`config.mk`:
```
export PLATFORM = sky130hd
export DESIGN_NAME = byte_ring_chunk_manager
export DESIGN_NICKNAME = d
export VERILOG_FILES = /design/src/brcm_pkg.sv /design/src/byte_ring_chunk_manager.sv
export SDC_FILE = /design/constraint.sdc
export NUM_CORES = 1
export LEC_CHECK = 0
export BUFFER_PORTS_ARGS = -buffer_cell sky130_fd_sc_hd__buf_4
export CAP_MARGIN = 0
export CORE_MARGIN = 2
export CORE_UTILIZATION = 40
export DETAILED_ROUTE_END_ITERATION = 10
export GPL_ROUTABILITY_DRIVEN = 0
export GPL_TIMING_DRIVEN = 0
export REMOVE_ABC_BUFFERS = 1
export SLEW_MARGIN = 20
export SYNTH_ARGS = -nofsm -noshare
export SYNTH_HDL_FRONTEND = slang
export SYNTH_SLANG_ARGS = --single-unit
export TNS_END_PERCENT = 1
```
`constraint.sdc`:
```
create_clock -name clk -period 18.1 [get_ports clk]
set_input_delay 0.905 -clock clk [delete_from_list [all_inputs] [get_ports clk]]
set_output_delay 0.905 -clock clk [all_outputs]
set_load 0.05 [all_outputs]
```
`src/brcm_pkg.sv`:
```
// Package for the byte ring chunk manager: transaction structs,
// operation and status codes. No dependencies.
`default_nettype none
package brcm_pkg;
  localparam logic [1:0] OP_SEND = 2'd0;
  localparam logic [1:0] OP_RECV = 2'd1;
  localparam logic [1:0] OP_FREE = 2'd2;

  localparam logic [2:0] ST_OK       = 3'd0;
  localparam logic [2:0] ST_NO_SPACE = 3'd1;
  localparam logic [2:0] ST_NOTHING  = 3'd2;
  localparam logic [2:0] ST_FULL     = 3'd3;
  localparam logic [2:0] ST_UNKNOWN  = 3'd4;

  typedef struct packed {
    logic [1:0]  operation;
    logic [12:0] send_length;
    logic [11:0] chunk_offset;
  } in_t;

  typedef struct packed {
    logic [2:0]  status;
    logic [11:0] offset;
    logic [12:0] size;
    logic        space_released;
    logic [12:0] used_count;
    logic [12:0] unread_count;
  } out_t;
endpackage
`default_nettype wire

```
`src/byte_ring_chunk_manager.sv`:
```
// Byte ring space manager with a chunk table held in a synchronous memory.
// Send and receive: result registered and shown in the cycle after start, next start accepted at once.
// Free: busy while it walks the chunk table memory (one read per step): a search
//   (read, check per entry), then retirement of released chunks from the head;
//   the result shows in the first cycle with busy low.
// Reset (rst_n low, synchronous) and any cfg write empty the ring and table.
// Results are shown for one cycle on out_valid; the receiver cannot stall.
// Depends on brcm_pkg.
`default_nettype none
module byte_ring_chunk_manager #(
  parameter int BUF_BYTES  = 4096,
  parameter int MAX_CHUNKS = 16
) (
  input  wire                 clk,
  input  wire                 rst_n,
  input  wire                 start,
  output logic                busy,
  input  brcm_pkg::in_t       in_data,
  output logic                out_valid,
  output brcm_pkg::out_t      out_data,
  input  wire                 cfg_we,
  input  wire  [12:0]         cfg_wdata
);
  import brcm_pkg::*;

  localparam int IW = (MAX_CHUNKS > 1) ? $clog2(MAX_CHUNKS) : 1;
  localparam int CW = $clog2(MAX_CHUNKS + 1);
  localparam logic [12:0] RS_MAX = 13'((BUF_BYTES > 4096) ? 4096 : BUF_BYTES);
  localparam logic [CW:0] MAXC = (CW + 1)'(MAX_CHUNKS);

  localparam logic [2:0] S_IDLE     = 3'd0;
  localparam logic [2:0] S_FIND_RD  = 3'd1;
  localparam logic [2:0] S_FIND_CHK = 3'd2;
  localparam logic [2:0] S_RET      = 3'd3;
  localparam logic [2:0] S_RET_CHK  = 3'd4;

  logic [2:0]   state_r, state_nxt;
  logic [12:0]  ring_r, ring_nxt;
  logic [11:0]  wo_r, wo_nxt, ro_r, ro_nxt, tail_r, tail_nxt;
  logic [12:0]  used_r, used_nxt, unread_r, unread_nxt;
  logic [IW-1:0] head_r, head_nxt;
  logic [CW-1:0] cnt_r, cnt_nxt, idx_r, idx_nxt;
  logic [MAX_CHUNKS-1:0] rel_r, rel_nxt;
  logic [11:0]  at_r, at_nxt;
  logic         found_r, found_nxt, freed_r, freed_nxt;
  logic         ov_r, ov_nxt;
  out_t         out_r, out_nxt;

  // chunk table: {start, length}
  logic [24:0]  mem [MAX_CHUNKS];
  logic [24:0]  rd_q;
  logic [IW-1:0] rd_addr, wr_addr;
  logic         wr_en;
  logic [24:0]  wr_data;

  always_ff @(posedge clk) begin
    if (wr_en) mem[wr_addr] <= wr_data;
    rd_q <= mem[rd_addr];
  end

  function automatic logic [IW-1:0] wrap_add(input logic [IW-1:0] a,
                                             input logic [CW-1:0] b);
    logic [CW:0] s;
    s = (CW + 1)'(a) + (CW + 1)'(b);
    if (s >= MAXC) s = s - MAXC;
    return s[IW-1:0];
  endfunction

  logic [12:0] free_sp, room, rsize, n_ret;
  logic [13:0] wsum, rsum, tsum;

  always_comb begin
    state_nxt = state_r; ring_nxt = ring_r; wo_nxt = wo_r; ro_nxt = ro_r;
    tail_nxt = tail_r; used_nxt = used_r; unread_nxt = unread_r;
    head_nxt = head_r; cnt_nxt = cnt_r; idx_nxt = idx_r; rel_nxt = rel_r;
    at_nxt = at_r; found_nxt = found_r; freed_nxt = freed_r;
    ov_nxt = 1'b0; out_nxt = out_r;
    wr_en = 1'b0; wr_addr = wrap_add(head_r, cnt_r);
    wr_data = {ro_r, 13'd0};
    rd_addr = head_r;
    free_sp = ring_r - used_r;
    wsum = {2'b0, wo_r} + {1'b0, in_data.send_length};
    room = ring_r - {1'b0, ro_r};
    rsize = (unread_r < room) ? unread_r : room;
    rsum = {2'b0, ro_r} + {1'b0, rsize};
    n_ret = (rd_q[12:0] > used_r) ? used_r : rd_q[12:0];
    tsum = {2'b0, tail_r} + {1'b0, n_ret};
    case (state_r)
      S_IDLE: begin
        if (start) begin
          out_nxt = '0;
          case (in_data.operation)
            OP_SEND: begin
              ov_nxt = 1'b1;
              if (free_sp < in_data.send_length) begin
                out_nxt.status = ST_NO_SPACE;
              end else begin
                out_nxt.offset = wo_r;
                if (wsum >= {1'b0, ring_r}) wsum = wsum - {1'b0, ring_r};
                wo_nxt = wsum[11:0];
                used_nxt = used_r + in_data.send_length;
                unread_nxt = unread_r + in_data.send_length;
              end
            end
            OP_RECV: begin
              ov_nxt = 1'b1;
              if (unread_r == 13'd0) begin
                out_nxt.status = ST_NOTHING;
              end else if ((CW + 1)'(cnt_r) >= MAXC) begin
                out_nxt.status = ST_FULL;
              end else begin
                out_nxt.offset = ro_r;
                out_nxt.size = rsize;
                wr_en = 1'b1;
                wr_data = {ro_r, rsize};
                rel_nxt[wr_addr] = 1'b0;
                cnt_nxt = cnt_r + 1'b1;
                if (rsum >= {1'b0, ring_r}) rsum = rsum - {1'b0, ring_r};
                ro_nxt = rsum[11:0];
                unread_nxt = unread_r - rsize;
              end
            end
            OP_FREE: begin
              at_nxt = in_data.chunk_offset;
              idx_nxt = '0;
              found_nxt = 1'b0;
              freed_nxt = 1'b0;
              state_nxt = (cnt_r == '0) ? S_RET : S_FIND_RD;
            end
            default: begin
              ov_nxt = 1'b1;
              out_nxt.used_count = used_r;
              out_nxt.unread_count = unread_r;
            end
          endcase
          if (in_data.operation != OP_FREE) begin
            out_nxt.used_count = used_nxt;
            out_nxt.unread_count = unread_nxt;
          end
        end
      end
      S_FIND_RD: begin
        rd_addr = wrap_add(head_r, idx_r);
        state_nxt = S_FIND_CHK;
      end
      S_FIND_CHK: begin
        if (rd_q[24:13] == at_r) begin
          rel_nxt[wrap_add(head_r, idx_r)] = 1'b1;
          found_nxt = 1'b1;
          state_nxt = S_RET;
        end else if (idx_r + 1'b1 == cnt_r) begin
          state_nxt = S_RET;
        end else begin
          idx_nxt = idx_r + 1'b1;
          state_nxt = S_FIND_RD;
        end
      end
      S_RET: begin
        rd_addr = head_r;
        if (cnt_r != '0 && rel_r[head_r]) begin
          state_nxt = S_RET_CHK;
        end else begin
          ov_nxt = 1'b1;
          out_nxt = '0;
          out_nxt.status = found_r ? ST_OK : ST_UNKNOWN;
          out_nxt.space_released = freed_r;
          out_nxt.used_count = used_r;
          out_nxt.unread_count = unread_r;
          state_nxt = S_IDLE;
        end
      end
      S_RET_CHK: begin
        if (tsum >= {1'b0, ring_r}) tsum = tsum - {1'b0, ring_r};
        tail_nxt = tsum[11:0];
        used_nxt = used_r - n_ret;
        head_nxt = wrap_add(head_r, CW'(1));
        cnt_nxt = cnt_r - 1'b1;
        freed_nxt = 1'b1;
        state_nxt = S_RET;
      end
      default: state_nxt = S_IDLE;
    endcase
    if (cfg_we) begin
      if (cfg_wdata == 13'd0) ring_nxt = 13'd1;
      else if (cfg_wdata > RS_MAX) ring_nxt = RS_MAX;
      else ring_nxt = cfg_wdata;
      wo_nxt = '0; ro_nxt = '0; tail_nxt = '0; used_nxt = '0; unread_nxt = '0;
      head_nxt = '0; cnt_nxt = '0; state_nxt = S_IDLE;
    end
  end

  always_ff @(posedge clk) begin
    if (!rst_n) begin
      state_r <= S_IDLE; ring_r <= RS_MAX; wo_r <= '0; ro_r <= '0;
      tail_r <= '0; used_r <= '0; unread_r <= '0; head_r <= '0; cnt_r <= '0;
      ov_r <= 1'b0;
    end else begin
      state_r <= state_nxt; ring_r <= ring_nxt; wo_r <= wo_nxt; ro_r <= ro_nxt;
      tail_r <= tail_nxt; used_r <= used_nxt; unread_r <= unread_nxt;
      head_r <= head_nxt; cnt_r <= cnt_nxt; ov_r <= ov_nxt;
    end
  end

  always_ff @(posedge clk) begin
    idx_r <= idx_nxt; rel_r <= rel_nxt; at_r <= at_nxt;
    found_r <= found_nxt; freed_r <= freed_nxt; out_r <= out_nxt;
  end

  assign busy = (state_r != S_IDLE);
  assign out_valid = ov_r;
  assign out_data = out_r;

  a_cnt_max: assert property (@(posedge clk) disable iff (!rst_n)
    (CW + 1)'(cnt_r) <= MAXC) else $error("chunk count overflow");
  a_used: assert property (@(posedge clk) disable iff (!rst_n)
    used_r <= ring_r) else $error("used exceeds ring size");
  a_unread: assert property (@(posedge clk) disable iff (!rst_n)
    unread_r <= used_r) else $error("unread exceeds used");
  a_quick: assert property (@(posedge clk) disable iff (!rst_n)
    start && !busy && !cfg_we && in_data.operation != OP_FREE |=> out_valid)
    else $error("send/receive result missing");
endmodule
`default_nettype wire
```
# --- Word level (Yosys, flattened, before mapping) ---
# Memory sizes are Yosys's and may differ from the RTL's. A register that Yosys moved wholly into a read port is not among the register bits.
# Index checks and enable logic that the tools add are counted.
word_totals:
  ff_bits: 166
  ram_bits: 400
  inputBits: 44
  output_inout_bits: 57
  word_cells: 191
  mem_count: 1
op_classes:
  n_addsub: 19
  n_lt_le_gt_ge: 15
  eq_ne: 18
  n_mux: 84
  bitwise: 7
  reduce_logical: 27
mem_list:
  columns: ["memory", "words", "word_bits", "read_ports", "rd_ports_with_merged_regs", "wr", "line", "rtl"]
  rows:
  - ["mem", 16, 25, 1, 1, 1, "byte_ring_chunk_manager.sv:50", "logic [24:0] mem [MAX_CHUNKS];"]
ops:
  columns: ["cell", "n"]
  rows:
  - ["13-bit 2-to-1 mux", 16]
  - ["55-bit 2-to-1 mux", 2]
  - ["55-bit case mux with 2 select lines", 1]
  - ["16-bit 2-to-1 mux", 5]
  - ["26-bit 2-to-1 mux", 2]
  - ["13-bit case mux with 2 select lines", 2]
  - ["25-bit 2-to-1 mux", 2]
  - ["5-bit 2-to-1 mux", 8]
  - ["13-bit subtractor", 3]
  - ["12-bit 2-to-1 mux", 3]
  - ["16-bit case mux with 2 select lines", 1]
  - ["15-bit case mux with 2 select lines", 1]
  - ["12-bit by 13-bit adder with 14-bit output", 2]
  - ["14-bit by 13-bit >= comparator with 1-bit output", 2]
  - ["13-bit adder", 2]
  - ["13-bit zero test", 2]
  - ["13-bit < comparator", 2]
  - ["4-bit 2-to-1 mux", 6]
  - ["12-bit subtractor", 2]
  - ["5-bit case mux with 2 select lines", 2]
  - ["1-bit 2-to-1 mux", 17]
  - ["16-bit bitwise AND", 1]
  - ["2-bit != test, second input constant", 8]
  - ["16-bit inverter", 1]
  - ["other kinds (42)", 77]

# --- Logic depth before layout (Yosys ltp) ---
# Gate-level depths: netlist of the first run.
depth:
  word_depth: 14
  mapped_depth: 40

# --- Least setup slack after synthesis of the first run ---
# No wires, ideal clock.
synth_path:
  path_type: "reg2reg"
  from: "register ro_r[4]"
  to: "register ro_r[10]"
  setup_time_ps: 132
  t_arrival_ps: 6985
  required_ps: 17968
  path_slack_ps: 10982
  stages_incl_launch_ff: 36
  path_buffers: 2
  period_less_slack_ps: 7118
  path_cell_list: "dfxtp_1 -> inv_1 -> ha_1 -> or4_4 -> o21ai_2 -> a21oi_2 -> a21o_1 -> a21o_1 -> a21o_1 -> a21oi_1 -> xnor2_1 -> inv_1 -> ha_1 -> o2111ai_1 -> and2_1 -> o21ai_2 -> buf_4 -> nand2_1 -> o21ai_0 -> inv_1 -> ha_1 -> a21oi_1 -> o21ai_0 -> a21oi_1 -> o21ai_0 -> a21o_1 -> a21oi_1 -> xnor2_1 -> ha_1 -> and3_1 -> a221o_1 -> o22a_1 -> a31oi_4 -> buf_6 -> mux2i_1 -> a21oi_1"
synth_via:
  elab_chain_cells: 6
synth_lines:
  columns: ["item", "line", "rtl"]
  rows:
  - ["start, declared", "byte_ring_chunk_manager.sv:39", "logic [11:0] wo_r, wo_nxt, ro_r, ro_nxt, tail_r, tail_nxt;"]
  - ["start signal, assigned", "byte_ring_chunk_manager.sv:198", "state_r <= state_nxt; ring_r <= ring_nxt; wo_r <= wo_nxt; ro_r <= ro_nxt;"]
  - ["13-bit by 12-bit subtractor with 13-bit output *", "byte_ring_chunk_manager.sv:83", "room = ring_r - {1'b0, ro_r};"]
  - ["13-bit < comparator *", "byte_ring_chunk_manager.sv:84", "rsize = (unread_r < room) ? unread_r : room;"]
  - ["13-bit 2-to-1 mux *", "byte_ring_chunk_manager.sv:84", null]
  - ["named net rsize[1]", "byte_ring_chunk_manager.sv:69", "logic [12:0] free_sp, room, rsize, n_ret;"]
  - ["12-bit by 13-bit adder with 14-bit output *", "byte_ring_chunk_manager.sv:85", "rsum = {2'b0, ro_r} + {1'b0, rsize};"]
  - ["12-bit subtractor or 14-bit by 13-bit >= comparator with 1-bit output (tied branches)", "byte_ring_chunk_manager.sv:118", "if (rsum >= {1'b0, ring_r}) rsum = rsum - {1'b0, ring_r};"]
  - ["12-bit 2-to-1 mux *", "byte_ring_chunk_manager.sv:118", null]
# The timed path passes the listed nets; every way through them passes the cells marked *.
# A chain may end at the register's enable or synchronous reset.

# --- Worst setup path after layout of the first run ---
layout_path:
  from: "register ro_r[4]"
  to: "register ro_r[7]"
# The elaborated chain is that of the path after synthesis.

==> flow_summary.ini, run 1 <==
[clock_network]
cts_max_path_buffers = 3
clock-sinks = 591
holdBufCountCts = 0
clockRootBuffer = clkbuf_16
cts_tree = built
clock_latency_ps = 620
numCtsBuffers = 67
cts_resized = 0
htreeDepth = 3
postCtsSetupBuffers = 0
clkTransAtPathRegs_ps = 70

[critical_path]
crit_type = flip-flop to flip-flop
critPathRequiredTime_ps = 18610
rr_startpoint = ro_r[4]$_SDFFE_PP0P_
max_stage_delay_ps = 910
worst_path_max_delay_cell = dfxtp_1
end_kind = flip-flop
worstReg2RegEnd = ro_r[7]$_SDFFE_PP0P_
reg2reg_slack_ps = 8740
r2r_cells = 34
worst-path-max-fanout = 20
arrival_ps = 9870
startpoint_type = flip-flop

[sta]
fin_crit_ps = 9360
report.final.hold_viol_count = 0
slew_violations = 0
final.setup.tns_ps = 0
max_freq_ghz = 0.107
fin_crit_sh = 0.517
finalSetupViolations = 0
worstMarginPinSlew_ps = 1140
slew-limit-headroom = 0.218
skew_ps = 28.5
rsz0062_at_grt = false

[power]
total_power_mw = 3.43
p_leak_nw = 13.3
ir_worst_vdd_v = 0.0000707
p_per_area_nw_per_um2 = 97.4

[floorplan]
die_x_um = 277
die_height_um = 277
die_area_um2 = 76600
initial_utilization = 0.402
core_um2 = 74100
fp-row-count = 100
io_pins = 101

[routing]
dr_total_vias = 19800
post_drt_wl_per_cell_um = 24.0
antenna_left = 0
drt-vias-per-instance = 5.74
dr.pass1.iters = 6
remaining_drc_errors = 0
wl_um = 82900
dr.first_iter.drc_count = 1793

[worst_hold_path]
hp-start = in_data[6]
hold_depth = 1
hold_end = at_r[6]$_DFFE_PP_
hold_path.class = input pin to flip-flop

[layout]
regArea_um2 = 16700
layout.nets = 2659
drive_above_1_share = 0.167
multiInputGateArea_um2 = 12500
diodes = 0
n_fill_cell = 6445
area_delta_synth_final_pct = 18.2
stdcell_area_um2 = 35200

[logic_synthesis]
syn_area_um2 = 29800
synth_edf_count = 490
yosys.area.top_type = edfxtp_1
synth.distinct_cells = 85
synth_cells = 2290
yosysWarnings = 0
synthFlopType = edfxtp_1
synth_top_area_frac = 0.494
async_flop_share = 0
yosys-top-cells-area = edfxtp_1 49%, mux4_2 7.9%, ha_1 7.1%
synth-seq-cells = 591
synth-seq-area-share = 0.562
syn_area_per_cell_um2 = 13.0

[place]
dp_hpwl_um = 59600
port_buffers = 100
place_area_um2 = 32900

[grt]
grt_usage = 0.214
antenna_found_initial = 3
grt_pass1_wl_um = 124000
grt_pass1_vias = 20000
grt_max_degree = 38
grt_overflow = 0

[flow_run]
cap_violations = 0

[status]
status = complete, no violations
[cell usage after synthesis (all sizes together), types with 5 or more instances]
library cell,number
or2,7
a222oi,11
o21bai,8
o31ai,5
a31oi,6
a21oi,150
o211ai,8
a221oi,8
xor2,50
nand2b,18
nor2,171
clkbuf,54
nand4,18
dfxtp,101
a22oi,14
nand3,25
buf,29
o22ai,13
o21ai,150
nor3,28
and2,13
xnor2,79
fa,13
nor2b,54
and3,11
a21o,30
a211oi,44
mux2i,67
inv,110
o21a,20
ha,170
edfxtp,490
a21boi,12
or4,5
or3,13
nor4,10
o2111ai,5
nand2,114
mux4,105
[kinds of logic after synthesis]
family / count (synthesis) / synth area share
flip-flops: 591 / 0.562
AO/OA/AOI/OAI: 519 / 0.110
AND/OR/NAND/NOR: 498 / 0.0801
buffers and inverters: 194 / 0.0256
adder cells (fa/ha/maj): 183 / 0.0802
multiplexers: 176 / 0.104
XOR/XNOR: 129 / 0.0379
[cell usage in the layout, fill, tap and decap left out, types with 26 or more instances in the layout]
cell	synthesis	routed
a211oi_1	43	43
a21o_1	30	30
a21oi_1	149	148
buf_16	0	39
buf_4	1	104
clkbuf_16	0	67
dfxtp_1	101	101
edfxtp_1	490	490
ha_1	170	170
inv_1	110	110
mux2i_1	67	64
mux4_2	105	105
nand2_1	114	113
nor2_1	171	152
nor2b_1	54	53
nor3_1	27	26
o21ai_0	147	142
xnor2_1	79	79
xor2_1	50	50
[area by class of cell]
cell class,instances,area share
well taps,969,0.0345
inverters,111,0.0118
flip-flops and latches,591,0.476
clock buffers,91,0.0508
repair buffers,156,0.0584
multi-input cells,1505,0.355
clock inverters,32,0.0138
[routing by layer]
metal  vias to the layer above  wire [µm]  GRT usage
li1                       9049          -          -
met1                      9984      34800      0.278
met2                       667      40600      0.365
met3                       144       5200     0.0372
met4                         4       2270     0.0691
met5                         -         26          0
[power by group]
part           switching (mW)  leakage (nW)  internal [mW]  total [mW]
sequential             0.0222          5.60           1.49        1.51
clock                   0.578          1.10          0.836        1.41
combinational           0.306          6.56          0.195       0.501
[registers in the layout, summed over array words and instances, names as in the netlist, 3 cells and up]
name	flops
ro_r	12
rd_q	25
unread_r	13
wo_r	12
head_r	4
cnt_r	5
at_r	12
out_data	55
ring_r	13
used_r	13
rel_r	16
idx_r	5
mem	400
state_r	3
[worst max path at each step]
stage / start / endpoint / slack, ps / cells after the start
finish: ro_r[4]$_SDFFE_PP0P_ / ro_r[7]$_SDFFE_PP0P_ / 8740 / 34
detailed placement: ro_r[4]$_SDFFE_PP0P_ / ro_r[7]$_SDFFE_PP0P_ / 8860 / 34
floorplan: head_r[0]$_SDFFE_PP0P_ / rd_q[0]$_DFF_P_ / 6550 / 6
global placement: head_r[0]$_SDFFE_PP0P_ / rd_q[6]$_DFF_P_ / 1070 / 6
global route: ro_r[4]$_SDFFE_PP0P_ / ro_r[7]$_SDFFE_PP0P_ / 8180 / 34
CTS: ro_r[4]$_SDFFE_PP0P_ / ro_r[7]$_SDFFE_PP0P_ / 8830 / 34
[critical path, delay by kind of cell, from the launching register on]
family | cells | cell delay [ps]
AO/OA/AOI/OAI | 20 | 4580
XOR/XNOR | 2 | 300
adder cells (fa/ha/maj) | 4 | 1250
buffers and inverters | 3 | 370
flip-flops | 1 | 910
multiplexers | 2 | 1060
AND/OR/NAND/NOR | 3 | 760
[stage by stage]
step | worst slack (ps) | utilization | hold WS, ps | instances
4_1_cts | 8830 | 0.475 | 434 | 3455
6_report | 8740 | 0.475 | 463 | 3455
2_1_floorplan | 6550 | - | 488 | 2207
3_5_place_dp | 8860 | 0.444 | 533 | 3332
3_3_place_gp | 1070 | 0.424 | 509 | 3276
5_1_grt | 8180 | 0.475 | 448 | 3455
Note: power is estimated with default switching activity, not from simulation.
==> run 2: changes to the inputs <==
Clock period 18.1 ns to 9.7 ns, I/O delays scaled along.
==> run 2 against run 1 <==
Effect of this change: register-to-register slack got worse by 8200 ps; clock skew barely moved; clock power rose by 87%; hold slack got worse by 420 ps; first-iteration DRC count fell by 2.6%; die area did not move; design area barely moved; power rose by 87%; sequential power rose by 87%; largest cell class unchanged.
==> flow_summary.ini, run 2 (synthesis gave the netlist of run 1 again) <==
[sta]
worstMarginPinSlew_ps = 1150
rsz0062_at_grt = false
worst_slack_ps = 544
skew_ps = 28.4
finalSetupViolations = 0
final.setup.tns_ps = 0
fin_crit_ps = 9160
slew_violations = 0
max_freq_ghz = 0.109
slew-limit-headroom = 0.212
report.final.hold_viol_count = 0
fin_crit_sh = 0.944

[layout]
layout.nets = 2659
area_delta_synth_final_pct = 18.2
largest_reg_flops = 400
n_fill_cell = 6445
final_common_cell = edfxtp_1
diodes = 0
drive_above_1_share = 0.167
final_cell_mix = 490 x edfxtp_1, 170 x ha_1, 152 x nor2_1, 148 x a21oi_1, 142 x o21ai_0
regMostFlops = mem

[clock_network]
cts_tree = built
clock-sinks = 591
postCtsSetupBuffers = 0
clock_latency_ps = 620
numCtsBuffers = 67
clockRootBuffer = clkbuf_16
holdBufCountCts = 0
htreeDepth = 3
cts_resized = 0
cts_max_path_buffers = 3
clkTransAtPathRegs_ps = 70

[floorplan]
initial_utilization = 0.402
core_um2 = 74100
die_height_um = 277
die_x_um = 277
fp-row-count = 100
io_pins = 101
die_area_um2 = 76600

[grt]
grtUsageMet2 = 0.365
grt_pass1_vias = 20000
use_met3 = 0.0372
gr-usage-met1 = 0.278
grt_usage = 0.214
antenna_found_initial = 3
grt-busiest-layer = met2
grt_overflow = 0
grt_max_degree = 38
grt_pass1_wl_um = 124000

[critical_path]
r2r_cells = 34
worst_path_dominant_cell_family = compound AO/OA/AOI/OAI gates
worst_path_max_delay_cell = dfxtp_1
startpoint_type = flip-flop
reg2reg_slack_ps = 540
max_stage_delay_ps = 910
arrival_ps = 9660
end_kind = flip-flop
worstReg2RegEnd = ro_r[7]$_SDFFE_PP0P_
critPathRequiredTime_ps = 10210
crit_type = flip-flop to flip-flop
rr_startpoint = ro_r[4]$_SDFFE_PP0P_
worst-path-max-fanout = 20
cp_num_buf_inv = 3

[place]
place_ws_ps = 460
dp_hpwl_um = 59600
port_buffers = 100

[status]
status = complete, no violations

[power]
p_leak_nw = 13.3
p_per_area_nw_per_um2 = 182
total_power_mw = 6.39
ir_worst_vdd_v = 0.000132

[routing]
antenna_left = 0
remaining_drc_errors = 0
dr.pass1.iters = 6
post_drt_wl_per_cell_um = 24.0
dr.first_iter.drc_count = 1747
dr_total_vias = 19800
drt-vias-per-instance = 5.74
wl_um = 82900

[worst_hold_path]
hold_depth = 1
hold_end = at_r[6]$_DFFE_PP_
hold_path.class = input pin to flip-flop
hp-start = in_data[6]

[flow_run]
cap_violations = 0
-- run 2: cell counts in the layout (fill, tap and decap cells not counted) --
Identical to the previous run, type by type.
-- run 2: layer usage --
| metal | vias to the layer above | part of all wire | wire length, µm |
|---|---|---|---|
| met2 | 663 | 0.49 | 40600 |
| met3 | 139 | 0.062 | 5160 |
| met1 | 9971 | 0.42 | 34800 |
| li1 | 9044 | - | - |
| met4 | 4 | 0.027 | 2240 |
| met5 | - | 0.00031 | 26 |
-- run 2: worst reg2reg max path: cells and delay by family, from the launching register on --
family | cells | cell delay (ps)
AO/OA/AOI/OAI | 20 | 4360
adder cells (fa/ha/maj) | 4 | 1250
multiplexers | 2 | 1080
flip-flops | 1 | 910
AND/OR/NAND/NOR | 3 | 760
buffers and inverters | 3 | 370
XOR/XNOR | 2 | 300
-- run 2: cell type report --
type / count / area [µm²] / share of cell area
Tap cell: 969 / 1210 / 0.0345
Clock inverter: 32 / 487 / 0.0138
Sequential cell: 591 / 16700 / 0.476
Multi-Input combinational cell: 1505 / 12500 / 0.355
Inverter: 111 / 417 / 0.0118
Clock buffer: 91 / 1790 / 0.0508
Timing Repair Buffer: 156 / 2050 / 0.0583
-- run 2: through the flow --
| stage | cell area [µm²] | instances | hold slack [ps] | utilization |
|---|---|---|---|---|
| global route | 35200 | 3455 | 28.3 | 0.475 |
| finish | 35200 | 3455 | 42.9 | 0.475 |
| global placement | 31400 | 3276 | 509 | 0.424 |
| CTS | 35200 | 3455 | 13.8 | 0.475 |
| detailed placement | 32900 | 3332 | 533 | 0.444 |
| floorplan | 29400 | 2207 | 488 | - |
-- run 2: worst max-delay path by stage --
stage                                 from                   end  slack [ps]  cells after the start
global route          ro_r[4]$_SDFFE_PP0P_  ro_r[7]$_SDFFE_PP0P_          10                     35
global placement    head_r[0]$_SDFFE_PP0P_       rd_q[6]$_DFF_P_       -7330                      6
CTS                   ro_r[4]$_SDFFE_PP0P_  ro_r[7]$_SDFFE_PP0P_         430                     34
detailed placement    ro_r[4]$_SDFFE_PP0P_  ro_r[7]$_SDFFE_PP0P_         460                     34
finish                ro_r[4]$_SDFFE_PP0P_  ro_r[7]$_SDFFE_PP0P_         540                     34
floorplan           head_r[0]$_SDFFE_PP0P_       rd_q[0]$_DFF_P_       -1850                      6
-- run 2: power by group --
group          leakage, nW  switching (mW)  internal, mW
Sequential            5.60          0.0414          2.78
Combinational         6.56           0.572         0.364
Clock                 1.10            1.08          1.56
Total                 13.3            1.69          4.70
